--- src/rtl/cnw_pkg.sv ---
// ----------------------------------------------------------------------------
// cnw_pkg
// Shared types and constants for the character LCD nibble writer.
// ----------------------------------------------------------------------------
`default_nettype none

package cnw_pkg;

  // item codes
  localparam logic [1:0] FUNC_TICK   = 2'd0;
  localparam logic [1:0] FUNC_CMD    = 2'd1;
  localparam logic [1:0] FUNC_CHAR   = 2'd2;
  localparam logic [1:0] FUNC_CURSOR = 2'd3;

  // controller commands
  localparam logic [7:0] CMD_CLEAR = 8'h01;
  localparam logic [7:0] CMD_HOME  = 8'h02;

  // register map
  localparam int unsigned CFG_IDX_W = 2;
  localparam int unsigned CFG_DAT_W = 16;
  localparam logic [CFG_IDX_W-1:0] REG_PULSE      = 2'd0;
  localparam logic [CFG_IDX_W-1:0] REG_SHORT_WAIT = 2'd1;
  localparam logic [CFG_IDX_W-1:0] REG_LONG_WAIT  = 2'd2;

  localparam logic [7:0]  PULSE_RST      = 8'd1;
  localparam logic [15:0] SHORT_WAIT_RST = 16'd40;
  localparam logic [15:0] LONG_WAIT_RST  = 16'd2000;

  typedef struct packed {
    logic [7:0]  enable_pulse_ticks;
    logic [15:0] short_wait_ticks;
    logic [15:0] long_wait_ticks;
  } cnw_cfg_t;

  typedef struct packed {
    logic [1:0] func;
    logic [7:0] value;
    logic [5:0] column;
    logic       row;
  } cnw_item_t;

  typedef struct packed {
    logic [3:0] data_nibble;
    logic       rs_line;
    logic       en_line;
    logic       busy_res;
    logic       accepted;
  } cnw_result_t;

endpackage

`default_nettype wire

--- src/rtl/cnw_ifs.sv ---
// ----------------------------------------------------------------------------
// cnw channel interfaces
// Valid/ready channels for items, results and register writes.
// ----------------------------------------------------------------------------
`default_nettype none

interface cnw_in_if;
  logic       valid;
  logic       ready;
  logic [1:0] func;
  logic [7:0] value;
  logic [5:0] column;
  logic       row;

  modport source (output valid, func, value, column, row, input ready);
  modport sink   (input valid, func, value, column, row, output ready);
endinterface

interface cnw_out_if;
  logic       valid;
  logic       ready;
  logic [3:0] data_nibble;
  logic       rs_line;
  logic       en_line;
  logic       busy_res;
  logic       accepted;

  modport source (output valid, data_nibble, rs_line, en_line, busy_res, accepted,
                  input ready);
  modport sink   (input valid, data_nibble, rs_line, en_line, busy_res, accepted,
                  output ready);
endinterface

interface cnw_cfg_if;
  logic                           valid;
  logic                           ready;
  logic [cnw_pkg::CFG_IDX_W-1:0]  index;
  logic [cnw_pkg::CFG_DAT_W-1:0]  data;

  modport source (output valid, index, data, input ready);
  modport sink   (input valid, index, data, output ready);
endinterface

`default_nettype wire

--- src/rtl/cnw_cfg_regs.sv ---
// ----------------------------------------------------------------------------
// cnw_cfg_regs
// Timing registers: enable pulse length, short and long wait.
// ----------------------------------------------------------------------------
`default_nettype none

module cnw_cfg_regs (
  input  wire logic                          clk,
  input  wire logic                          rst_n,
  input  wire logic                          wr_en,
  input  wire logic [cnw_pkg::CFG_IDX_W-1:0] wr_index,
  input  wire logic [cnw_pkg::CFG_DAT_W-1:0] wr_data,
  output cnw_pkg::cnw_cfg_t                  cfg
);

  cnw_pkg::cnw_cfg_t cfg_r;
  cnw_pkg::cnw_cfg_t cfg_nxt;

  always_comb begin
    cfg_nxt = cfg_r;
    if (wr_en) begin
      case (wr_index)
        cnw_pkg::REG_PULSE:      cfg_nxt.enable_pulse_ticks = wr_data[7:0];
        cnw_pkg::REG_SHORT_WAIT: cfg_nxt.short_wait_ticks   = wr_data;
        cnw_pkg::REG_LONG_WAIT:  cfg_nxt.long_wait_ticks    = wr_data;
        default:                 cfg_nxt = cfg_r;
      endcase
    end
  end

  always_ff @(posedge clk) begin
    if (!rst_n) begin
      cfg_r.enable_pulse_ticks <= cnw_pkg::PULSE_RST;
      cfg_r.short_wait_ticks   <= cnw_pkg::SHORT_WAIT_RST;
      cfg_r.long_wait_ticks    <= cnw_pkg::LONG_WAIT_RST;
    end else begin
      cfg_r <= cfg_nxt;
    end
  end

  assign cfg = cfg_r;

endmodule

`default_nettype wire

--- src/rtl/cnw_seq.sv ---
// ----------------------------------------------------------------------------
// cnw_seq
// Nibble sequencer: phase, held byte and tick counter, one step per item.
// ----------------------------------------------------------------------------
`default_nettype none

module cnw_seq (
  input  wire logic                clk,
  input  wire logic                rst_n,
  input  wire logic                step,
  input  wire cnw_pkg::cnw_item_t  item,
  input  wire cnw_pkg::cnw_cfg_t   cfg,
  output cnw_pkg::cnw_result_t     res
);

  localparam logic [2:0] PH_IDLE     = 3'd0;
  localparam logic [2:0] PH_SETUP_HI = 3'd1;
  localparam logic [2:0] PH_PULSE_HI = 3'd2;
  localparam logic [2:0] PH_GAP      = 3'd3;
  localparam logic [2:0] PH_SETUP_LO = 3'd4;
  localparam logic [2:0] PH_PULSE_LO = 3'd5;
  localparam logic [2:0] PH_WAIT     = 3'd6;

  logic [2:0]  phase_r,     phase_nxt;
  logic [7:0]  held_byte_r, held_byte_nxt;
  logic        held_rs_r,   held_rs_nxt;
  logic        long_r,      long_nxt;
  logic [15:0] tick_r,      tick_nxt;

  logic [15:0] cnt_inc;
  logic [15:0] limit;
  logic        done;
  logic [6:0]  addr;

  assign cnt_inc = tick_r + 16'd1;
  // one compare serves both the enable pulse and the post-byte wait
  assign limit = (phase_r == PH_WAIT) ?
                 (long_r ? cfg.long_wait_ticks : cfg.short_wait_ticks) :
                 {8'd0, cfg.enable_pulse_ticks};
  assign done  = (cnt_inc >= limit);
  assign addr  = {1'b0, item.column} + {item.row, 6'd0};

  always_comb begin
    phase_nxt     = phase_r;
    held_byte_nxt = held_byte_r;
    held_rs_nxt   = held_rs_r;
    long_nxt      = long_r;
    tick_nxt      = tick_r;
    res           = '0;

    if (item.func == cnw_pkg::FUNC_TICK) begin
      case (phase_r)
        PH_IDLE: phase_nxt = PH_IDLE;
        PH_SETUP_HI: begin
          phase_nxt = PH_PULSE_HI;
          tick_nxt  = '0;
        end
        PH_PULSE_HI: begin
          if (done) begin
            phase_nxt = PH_GAP;
            tick_nxt  = '0;
          end else begin
            tick_nxt = cnt_inc;
          end
        end
        PH_GAP: phase_nxt = PH_SETUP_LO;
        PH_SETUP_LO: begin
          phase_nxt = PH_PULSE_LO;
          tick_nxt  = '0;
        end
        PH_PULSE_LO: begin
          if (done) begin
            phase_nxt = PH_WAIT;
            tick_nxt  = '0;
          end else begin
            tick_nxt = cnt_inc;
          end
        end
        PH_WAIT: begin
          if (done) begin
            phase_nxt = PH_IDLE;
            tick_nxt  = '0;
          end else begin
            tick_nxt = cnt_inc;
          end
        end
        default: phase_nxt = PH_IDLE;
      endcase
    end else if (phase_r == PH_IDLE) begin
      res.accepted = 1'b1;
      if (item.func == cnw_pkg::FUNC_CURSOR) begin
        held_byte_nxt = {1'b1, addr};
        held_rs_nxt   = 1'b0;
        long_nxt      = 1'b0;
      end else begin
        held_byte_nxt = item.value;
        held_rs_nxt   = (item.func == cnw_pkg::FUNC_CHAR);
        long_nxt      = (item.func == cnw_pkg::FUNC_CMD) &&
                        ((item.value == cnw_pkg::CMD_CLEAR) ||
                         (item.value == cnw_pkg::CMD_HOME));
      end
      tick_nxt  = '0;
      phase_nxt = PH_SETUP_HI;
    end

    // line levels after the step
    case (phase_nxt)
      PH_SETUP_HI: begin
        res.data_nibble = held_byte_nxt[7:4];
        res.rs_line     = held_rs_nxt;
      end
      PH_PULSE_HI: begin
        res.data_nibble = held_byte_nxt[7:4];
        res.rs_line     = held_rs_nxt;
        res.en_line     = 1'b1;
      end
      PH_SETUP_LO: begin
        res.data_nibble = held_byte_nxt[3:0];
        res.rs_line     = held_rs_nxt;
      end
      PH_PULSE_LO: begin
        res.data_nibble = held_byte_nxt[3:0];
        res.rs_line     = held_rs_nxt;
        res.en_line     = 1'b1;
      end
      default: res.data_nibble = 4'd0;
    endcase
    res.busy_res = (phase_nxt != PH_IDLE);
  end

  always_ff @(posedge clk) begin
    if (!rst_n) begin
      phase_r     <= PH_IDLE;
      held_byte_r <= '0;
      held_rs_r   <= 1'b0;
      long_r      <= 1'b0;
      tick_r      <= '0;
    end else if (step) begin
      phase_r     <= phase_nxt;
      held_byte_r <= held_byte_nxt;
      held_rs_r   <= held_rs_nxt;
      long_r      <= long_nxt;
      tick_r      <= tick_nxt;
    end
  end

endmodule

`default_nettype wire

--- src/rtl/char_lcd_nibble_writer.sv ---
// ----------------------------------------------------------------------------
// char_lcd_nibble_writer
// Drives a character LCD over a 4-bit bus, one item per clock while results are taken.
// ----------------------------------------------------------------------------
//
//  channel  direction  carries                                       handshake
//  in_ch    in         func, value, column, row                      valid/ready
//  out_ch   out        data_nibble, rs_line, en_line, busy_res,      valid/ready
//                      accepted
//  cfg_ch   in         index, data (pulse, short wait, long wait)    valid/ready
//
//  one item per clock sustained while out_ch is ready; each item gives exactly one result
//  each item passes the input register, then the sequencer step into the result register
//  reset (rst_n low, synchronous) clears the phase and counter and loads the timing registers with their defaults
//  a stalled result holds the result register; a full input register then holds
//  its item and in_ch.ready drops
//  register writes are always taken (cfg_ch.ready is tied high)
// ----------------------------------------------------------------------------
`default_nettype none

module char_lcd_nibble_writer (
  input  wire logic  clk,
  input  wire logic  rst_n,
  cnw_in_if.sink     in_ch,
  cnw_out_if.source  out_ch,
  cnw_cfg_if.sink    cfg_ch
);

  cnw_pkg::cnw_cfg_t    cfg;
  cnw_pkg::cnw_item_t   s1_item_r;
  cnw_pkg::cnw_result_t res_nxt;
  cnw_pkg::cnw_result_t res_r;

  logic s1_valid_r;
  logic out_valid_r;
  logic advance;
  logic in_xfer;

  // register writes
  assign cfg_ch.ready = 1'b1;

  cnw_cfg_regs u_cfg (
    .clk      (clk),
    .rst_n    (rst_n),
    .wr_en    (cfg_ch.valid),
    .wr_index (cfg_ch.index),
    .wr_data  (cfg_ch.data),
    .cfg      (cfg)
  );

  // result register is free or draining this cycle
  assign advance      = !out_valid_r || out_ch.ready;
  assign in_ch.ready  = !s1_valid_r || advance;
  assign in_xfer      = in_ch.valid && in_ch.ready;

  // input register
  always_ff @(posedge clk) begin
    if (!rst_n) begin
      s1_valid_r <= 1'b0;
    end else if (in_ch.ready) begin
      s1_valid_r <= in_ch.valid;
    end
  end

  always_ff @(posedge clk) begin
    if (in_xfer) begin
      s1_item_r.func   <= in_ch.func;
      s1_item_r.value  <= in_ch.value;
      s1_item_r.column <= in_ch.column;
      s1_item_r.row    <= in_ch.row;
    end
  end

  // sequencer state moves only when its result enters the result register
  cnw_seq u_seq (
    .clk   (clk),
    .rst_n (rst_n),
    .step  (s1_valid_r && advance),
    .item  (s1_item_r),
    .cfg   (cfg),
    .res   (res_nxt)
  );

  // result register
  always_ff @(posedge clk) begin
    if (!rst_n) begin
      out_valid_r <= 1'b0;
    end else if (advance) begin
      out_valid_r <= s1_valid_r;
    end
  end

  always_ff @(posedge clk) begin
    if (advance && s1_valid_r) begin
      res_r <= res_nxt;
    end
  end

  assign out_ch.valid       = out_valid_r;
  assign out_ch.data_nibble = res_r.data_nibble;
  assign out_ch.rs_line     = res_r.rs_line;
  assign out_ch.en_line     = res_r.en_line;
  assign out_ch.busy_res    = res_r.busy_res;
  assign out_ch.accepted    = res_r.accepted;

endmodule

`default_nettype wire

--- src/flat_wrapper.sv ---
// flat-port wrapper written by rule: the top's interface ports become plain ports
module char_lcd_nibble_writer_flat 
  (clk, rst_n, in_ch_valid, in_ch_func, in_ch_value, in_ch_column, in_ch_row, in_ch_ready, out_ch_valid, out_ch_data_nibble, out_ch_rs_line, out_ch_en_line, out_ch_busy_res, out_ch_accepted, out_ch_ready, cfg_ch_valid, cfg_ch_index, cfg_ch_data, cfg_ch_ready);
  cnw_in_if in_ch_i ();
  cnw_out_if out_ch_i ();
  cnw_cfg_if cfg_ch_i ();
  input  wire logic clk;
  input  wire logic rst_n;
  input wire logic [$bits(in_ch_i.valid)-1:0] in_ch_valid;
  input wire logic [$bits(in_ch_i.func)-1:0] in_ch_func;
  input wire logic [$bits(in_ch_i.value)-1:0] in_ch_value;
  input wire logic [$bits(in_ch_i.column)-1:0] in_ch_column;
  input wire logic [$bits(in_ch_i.row)-1:0] in_ch_row;
  output wire logic [$bits(in_ch_i.ready)-1:0] in_ch_ready;
  output wire logic [$bits(out_ch_i.valid)-1:0] out_ch_valid;
  output wire logic [$bits(out_ch_i.data_nibble)-1:0] out_ch_data_nibble;
  output wire logic [$bits(out_ch_i.rs_line)-1:0] out_ch_rs_line;
  output wire logic [$bits(out_ch_i.en_line)-1:0] out_ch_en_line;
  output wire logic [$bits(out_ch_i.busy_res)-1:0] out_ch_busy_res;
  output wire logic [$bits(out_ch_i.accepted)-1:0] out_ch_accepted;
  input wire logic [$bits(out_ch_i.ready)-1:0] out_ch_ready;
  input wire logic [$bits(cfg_ch_i.valid)-1:0] cfg_ch_valid;
  input wire logic [$bits(cfg_ch_i.index)-1:0] cfg_ch_index;
  input wire logic [$bits(cfg_ch_i.data)-1:0] cfg_ch_data;
  output wire logic [$bits(cfg_ch_i.ready)-1:0] cfg_ch_ready;
  assign in_ch_i.valid = in_ch_valid;
  assign in_ch_i.func = in_ch_func;
  assign in_ch_i.value = in_ch_value;
  assign in_ch_i.column = in_ch_column;
  assign in_ch_i.row = in_ch_row;
  assign in_ch_ready = in_ch_i.ready;
  assign out_ch_valid = out_ch_i.valid;
  assign out_ch_data_nibble = out_ch_i.data_nibble;
  assign out_ch_rs_line = out_ch_i.rs_line;
  assign out_ch_en_line = out_ch_i.en_line;
  assign out_ch_busy_res = out_ch_i.busy_res;
  assign out_ch_accepted = out_ch_i.accepted;
  assign out_ch_i.ready = out_ch_ready;
  assign cfg_ch_i.valid = cfg_ch_valid;
  assign cfg_ch_i.index = cfg_ch_index;
  assign cfg_ch_i.data = cfg_ch_data;
  assign cfg_ch_ready = cfg_ch_i.ready;
  char_lcd_nibble_writer u_core (.clk(clk), .rst_n(rst_n), .in_ch(in_ch_i), .out_ch(out_ch_i), .cfg_ch(cfg_ch_i));
endmodule
--- config.mk ---
export PLATFORM = sky130hd
export DESIGN_NAME = char_lcd_nibble_writer_flat
export DESIGN_NICKNAME = d
export VERILOG_FILES = /design/src/rtl/cnw_pkg.sv /design/src/rtl/cnw_ifs.sv /design/src/rtl/cnw_cfg_regs.sv /design/src/rtl/cnw_seq.sv /design/src/rtl/char_lcd_nibble_writer.sv /design/src/flat_wrapper.sv
export SDC_FILE = /design/constraint.sdc
export NUM_CORES = 1
export LEC_CHECK = 0
export BUFFER_PORTS_ARGS = -buffer_cell sky130_fd_sc_hd__buf_2
export CAP_MARGIN = 15
export CORE_MARGIN = 1.5
export CORE_UTILIZATION = 40
export CTS_BUF_LIST = sky130_fd_sc_hd__clkbuf_8
export CTS_CLUSTER_DIAMETER = 80
export DETAILED_ROUTE_END_ITERATION = 10
export PLACE_DENSITY = 0.64
export SYNTH_ARGS = -nofsm -noshare
export SYNTH_HDL_FRONTEND = slang
export SYNTH_SLANG_ARGS = --single-unit
--- constraint.sdc ---
create_clock -name clk -period 3.85 [get_ports clk]
set_input_delay 0.1925 -clock clk [delete_from_list [all_inputs] [get_ports clk]]
set_output_delay 0.1925 -clock clk [all_outputs]
set_load 0.05 [all_outputs]
==> flow_summary.yaml <==
yosys:
  synthesis.nets: 586
  synth_area_leaders: "dfxtp_1 (30%), edfxtp_1 (16%), nand2_1 (7.4%), a21oi_1 (5.6%), mux2i_1 (5.2%)"
  synth_top_flop_cell: "dfxtp_1"
  synth_warnings: 0
  synth_area_sq_um: 4813
  ys_seq_area_share_pct: 45.13
  synthXorXnorAreaFrac_pct: 2.365
  synth_top_family_by_area: "simple AND/OR/NAND/NOR gates"
  synth_cells: 529
  synth_seq_cells: 96
  synth_largest_area_cell: "dfxtp_1"
  synth-compound-area-share_pct: 15.36
  yosys.area_share.simple_pct: 22.17
  synth_edf_count: 25
  synthMuxAreaShare_pct: 7.070
  yosysTopAreaCellShare_pct: 29.53
  synth_cell_types: 60
  async_flop_share_pct: 0
  avgSynthCellArea_sq_um: 9.099
  yosys.area_share.adder_pct: 4.419
job:
  cap_violations: 0
power:
  ir_drop_uv: 179.4
  total_power_w: 0.002064
  pwr_density_cell_nw_per_um2: 368.8
  p_leak_nw: 2.192
timing:
  drv_slew: 0
  finalCritPeriodShare_pct: 95.33
  finalHoldViolCount: 0
  setup_tns_ns: 0
  fin_crit_ns: 3.670
  max_freq_mhz: 272.5
  setup_viol: 0
  worstMarginPinSlew_ns: 0.7467
  max_slew_margin_pct: 50.07
  finClkSkew_ns: 0.006972
  fin_ws_ns: 0.1798
drt:
  wl_per_cell_microns: 14.64
  ant_nets: 0
  vias: 3881
  drtIter0Drc: 221
  first_pass_iters: 4
  via_per_inst: 5.252
  drc: 0
  wl_microns: 10820
setup_path:
  r2r-start: "u_core.u_seq.tick_r[10]$_SDFFE_PN0P_"
  crit_type: "flip-flop to flip-flop"
  critPathArrivalTime_ns: 3.78
  cp_max_fo: 7
  crit_required_ns: 3.96
  startpoint: "u_core.u_seq.tick_r[10]$_SDFFE_PN0P_"
  critPathLaunchType: "flip-flop"
  cp_top_family: "simple AND/OR/NAND/NOR gates"
  critical_path_buf_inv_count: 1
  path_cells: "and4_1, nor4b_2, buf_4, and3_1, nor2b_1, or2_2, ha_1, nand4_2, or3_1, a2111oi_4, nand4b_4, o311a_2, o22ai_1"
  crit_slowest_cell: "dfxtp_1"
  r2r_slack_ns: 0.18
  cp-end-kind: "flip-flop"
  critPathMaxStageDelay_ns: 0.41
  reg2reg_depth: 13
  timing.rr.end: "u_core.out_ch.data_nibble[3]$_DFFE_PP_"
hold_path:
  min_to: "u_core.s1_item_r[9]$_DFFE_PP_"
  whs_path_depth: 1
  hold_class: "primary input to flip-flop"
  hp-start: "in_ch_value[2]"
global_routing:
  antenna_found_initial: 1
  grt_max_degree: 32
  grt_pass1_vias: 3717
  track_usage_pct: 17.61
  grt_overflow: 0
  grt_pass1_wl_microns: 17910
cells_and_area:
  design_area_sq_um: 5595
  mostFrequentLayoutCell: "nand2_1"
  layout_common_cells: "nand2_1 (95), dfxtp_1 (69), a21oi_1 (54)"
  drive_gt1_share_pct: 18.82
  area_delta_synth_final_pct: 16.25
  num-nets-final: 647
  fillCellCount: 1081
clock_tree:
  clk_latency_ns: 0.36
  clock-root-buffer: "clkbuf_8"
  clk_path_buf_depth: 2
  htreeDepth: 3
  clock-sinks: 96
  cts_buffers: 9
  cts_setup_buffers: 0
  clkSlewWorstSetupHoldPaths_ns: 0.09
  cts_tree: "built"
place:
  placed_cell_area_sq_um: 5201
  gp_congestion: 0.8237
  dpl.hpwl_microns: 7784
  dp_slack_ns: 0.05555
  port_buffers: 49
floorplanning:
  start_util_pct: 41.62
  die_y_microns: 112.7
  dieArea_sq_um: 12700
  num_rows: 39
  pin_count: 51
  placeableCoreArea_sq_um: 11560
  die_x_microns: 112.7
status:
  status: "finished clean"
-- Yosys cell counts, types with 5 or more instances --
cell type / number
nand2_1: 95
buf_2: 5
o21ai_0: 11
a22oi_1: 10
inv_1: 7
or2_2: 6
nor2_1: 52
a21oi_1: 54
a211oi_1: 9
mux2_2: 8
ha_1: 17
dfxtp_1: 71
mux2i_1: 25
nand3_1: 18
xnor2_1: 9
edfxtp_1: 25
and3_1: 6
clkbuf_1: 20
nor2b_1: 8
-- what timing repair did --
| action | CTS | global route |
|---|---|---|
| hold endpoints to repair | 12 | 4 |
| hold buffers | 12 | 4 |
| gates resized for setup | 0 | 5 |
| endpoints found under the setup margin | 0 | 25 |
-- cells by family (layout without fill, tap and decap cells) --
family | count (synthesis) | count (layout)
and+or+nand+nor | 222 | 222
adders and majority gates | 17 | 17
AOI/OAI and AO/OA | 110 | 110
xor gates and xnor gates | 13 | 13
muxes | 33 | 33
other | 1 | 2
buffers and inverters | 37 | 103
DFF | 96 | 96
-- sequential cells by signal (all words and copies together), names as in the netlist, 3 cells and up --
signal,count
u_core.out_ch.data_nibble,4
u_core.u_seq.tick_r,16
u_core.u_seq.held_byte_r,8
u_core.s1_item_r,17
u_core.u_cfg.cfg,40
u_core.u_seq.phase_r,3
-- area by class of cell --
type                            count  area (sq um)  share of cell area (%)
Multi-Input combinational cell    396          2494                   44.57
Sequential cell                    96          2175                   38.86
Antenna cell                        1         2.502                 0.04472
Clock buffer                       13         178.9                   3.198
Timing Repair Buffer               79         514.2                   9.191
Tap cell                          143         178.9                   3.198
Inverter                            8         30.03                  0.5367
Clock inverter                      3         22.52                  0.4025
-- layer usage --
layer	part of all wire (%)	up-vias	global-route usage, %
li1	-	1990	-
met1	50	1826	24.29
met2	46	54	27.56
met3	2.5	11	3.107
met4	1.6	0	7.004
met5	0	-	0
-- through the flow --
stage	cells	hold slack, ns	utilization (%)
CTS	733	0.0001789	47.76
detailed placement	705	0.3706	44.97
global route	739	0.002209	48.38
floorplan	529	0.2914	-
finish	739	0.02120	48.38
global placement	705	0.3701	44.97
-- power breakdown --
| part | internal, W | leakage (nW) | total [W] | switching, W |
|---|---|---|---|---|
| clock | 0.000309 | 0.106 | 0.000659 | 0.000351 |
| combinational | 0.000114 | 1.27 | 0.000298 | 0.000184 |
| sequential | 0.00108 | 0.820 | 0.00111 | 0.0000223 |
-- worst max-delay path by stage --
stage | endpoint | slack, ns | cells past startpoint
after floorplan | u_core.out_ch.data_nibble[0]$_DFFE_PP_ | 0.37 | 12
after global routing | u_core.out_ch.data_nibble[2]$_DFFE_PP_ | -0.03 | 13
after detailed placement | u_core.out_ch.data_nibble[2]$_DFFE_PP_ | 0.06 | 13
final | u_core.out_ch.data_nibble[3]$_DFFE_PP_ | 0.18 | 13
after CTS | u_core.out_ch.data_nibble[2]$_DFFE_PP_ | 0.005 | 13
after global placement | u_core.out_ch.data_nibble[2]$_DFFE_PP_ | 0.20 | 13
No activity file was read; power rests on OpenSTA's default activity.
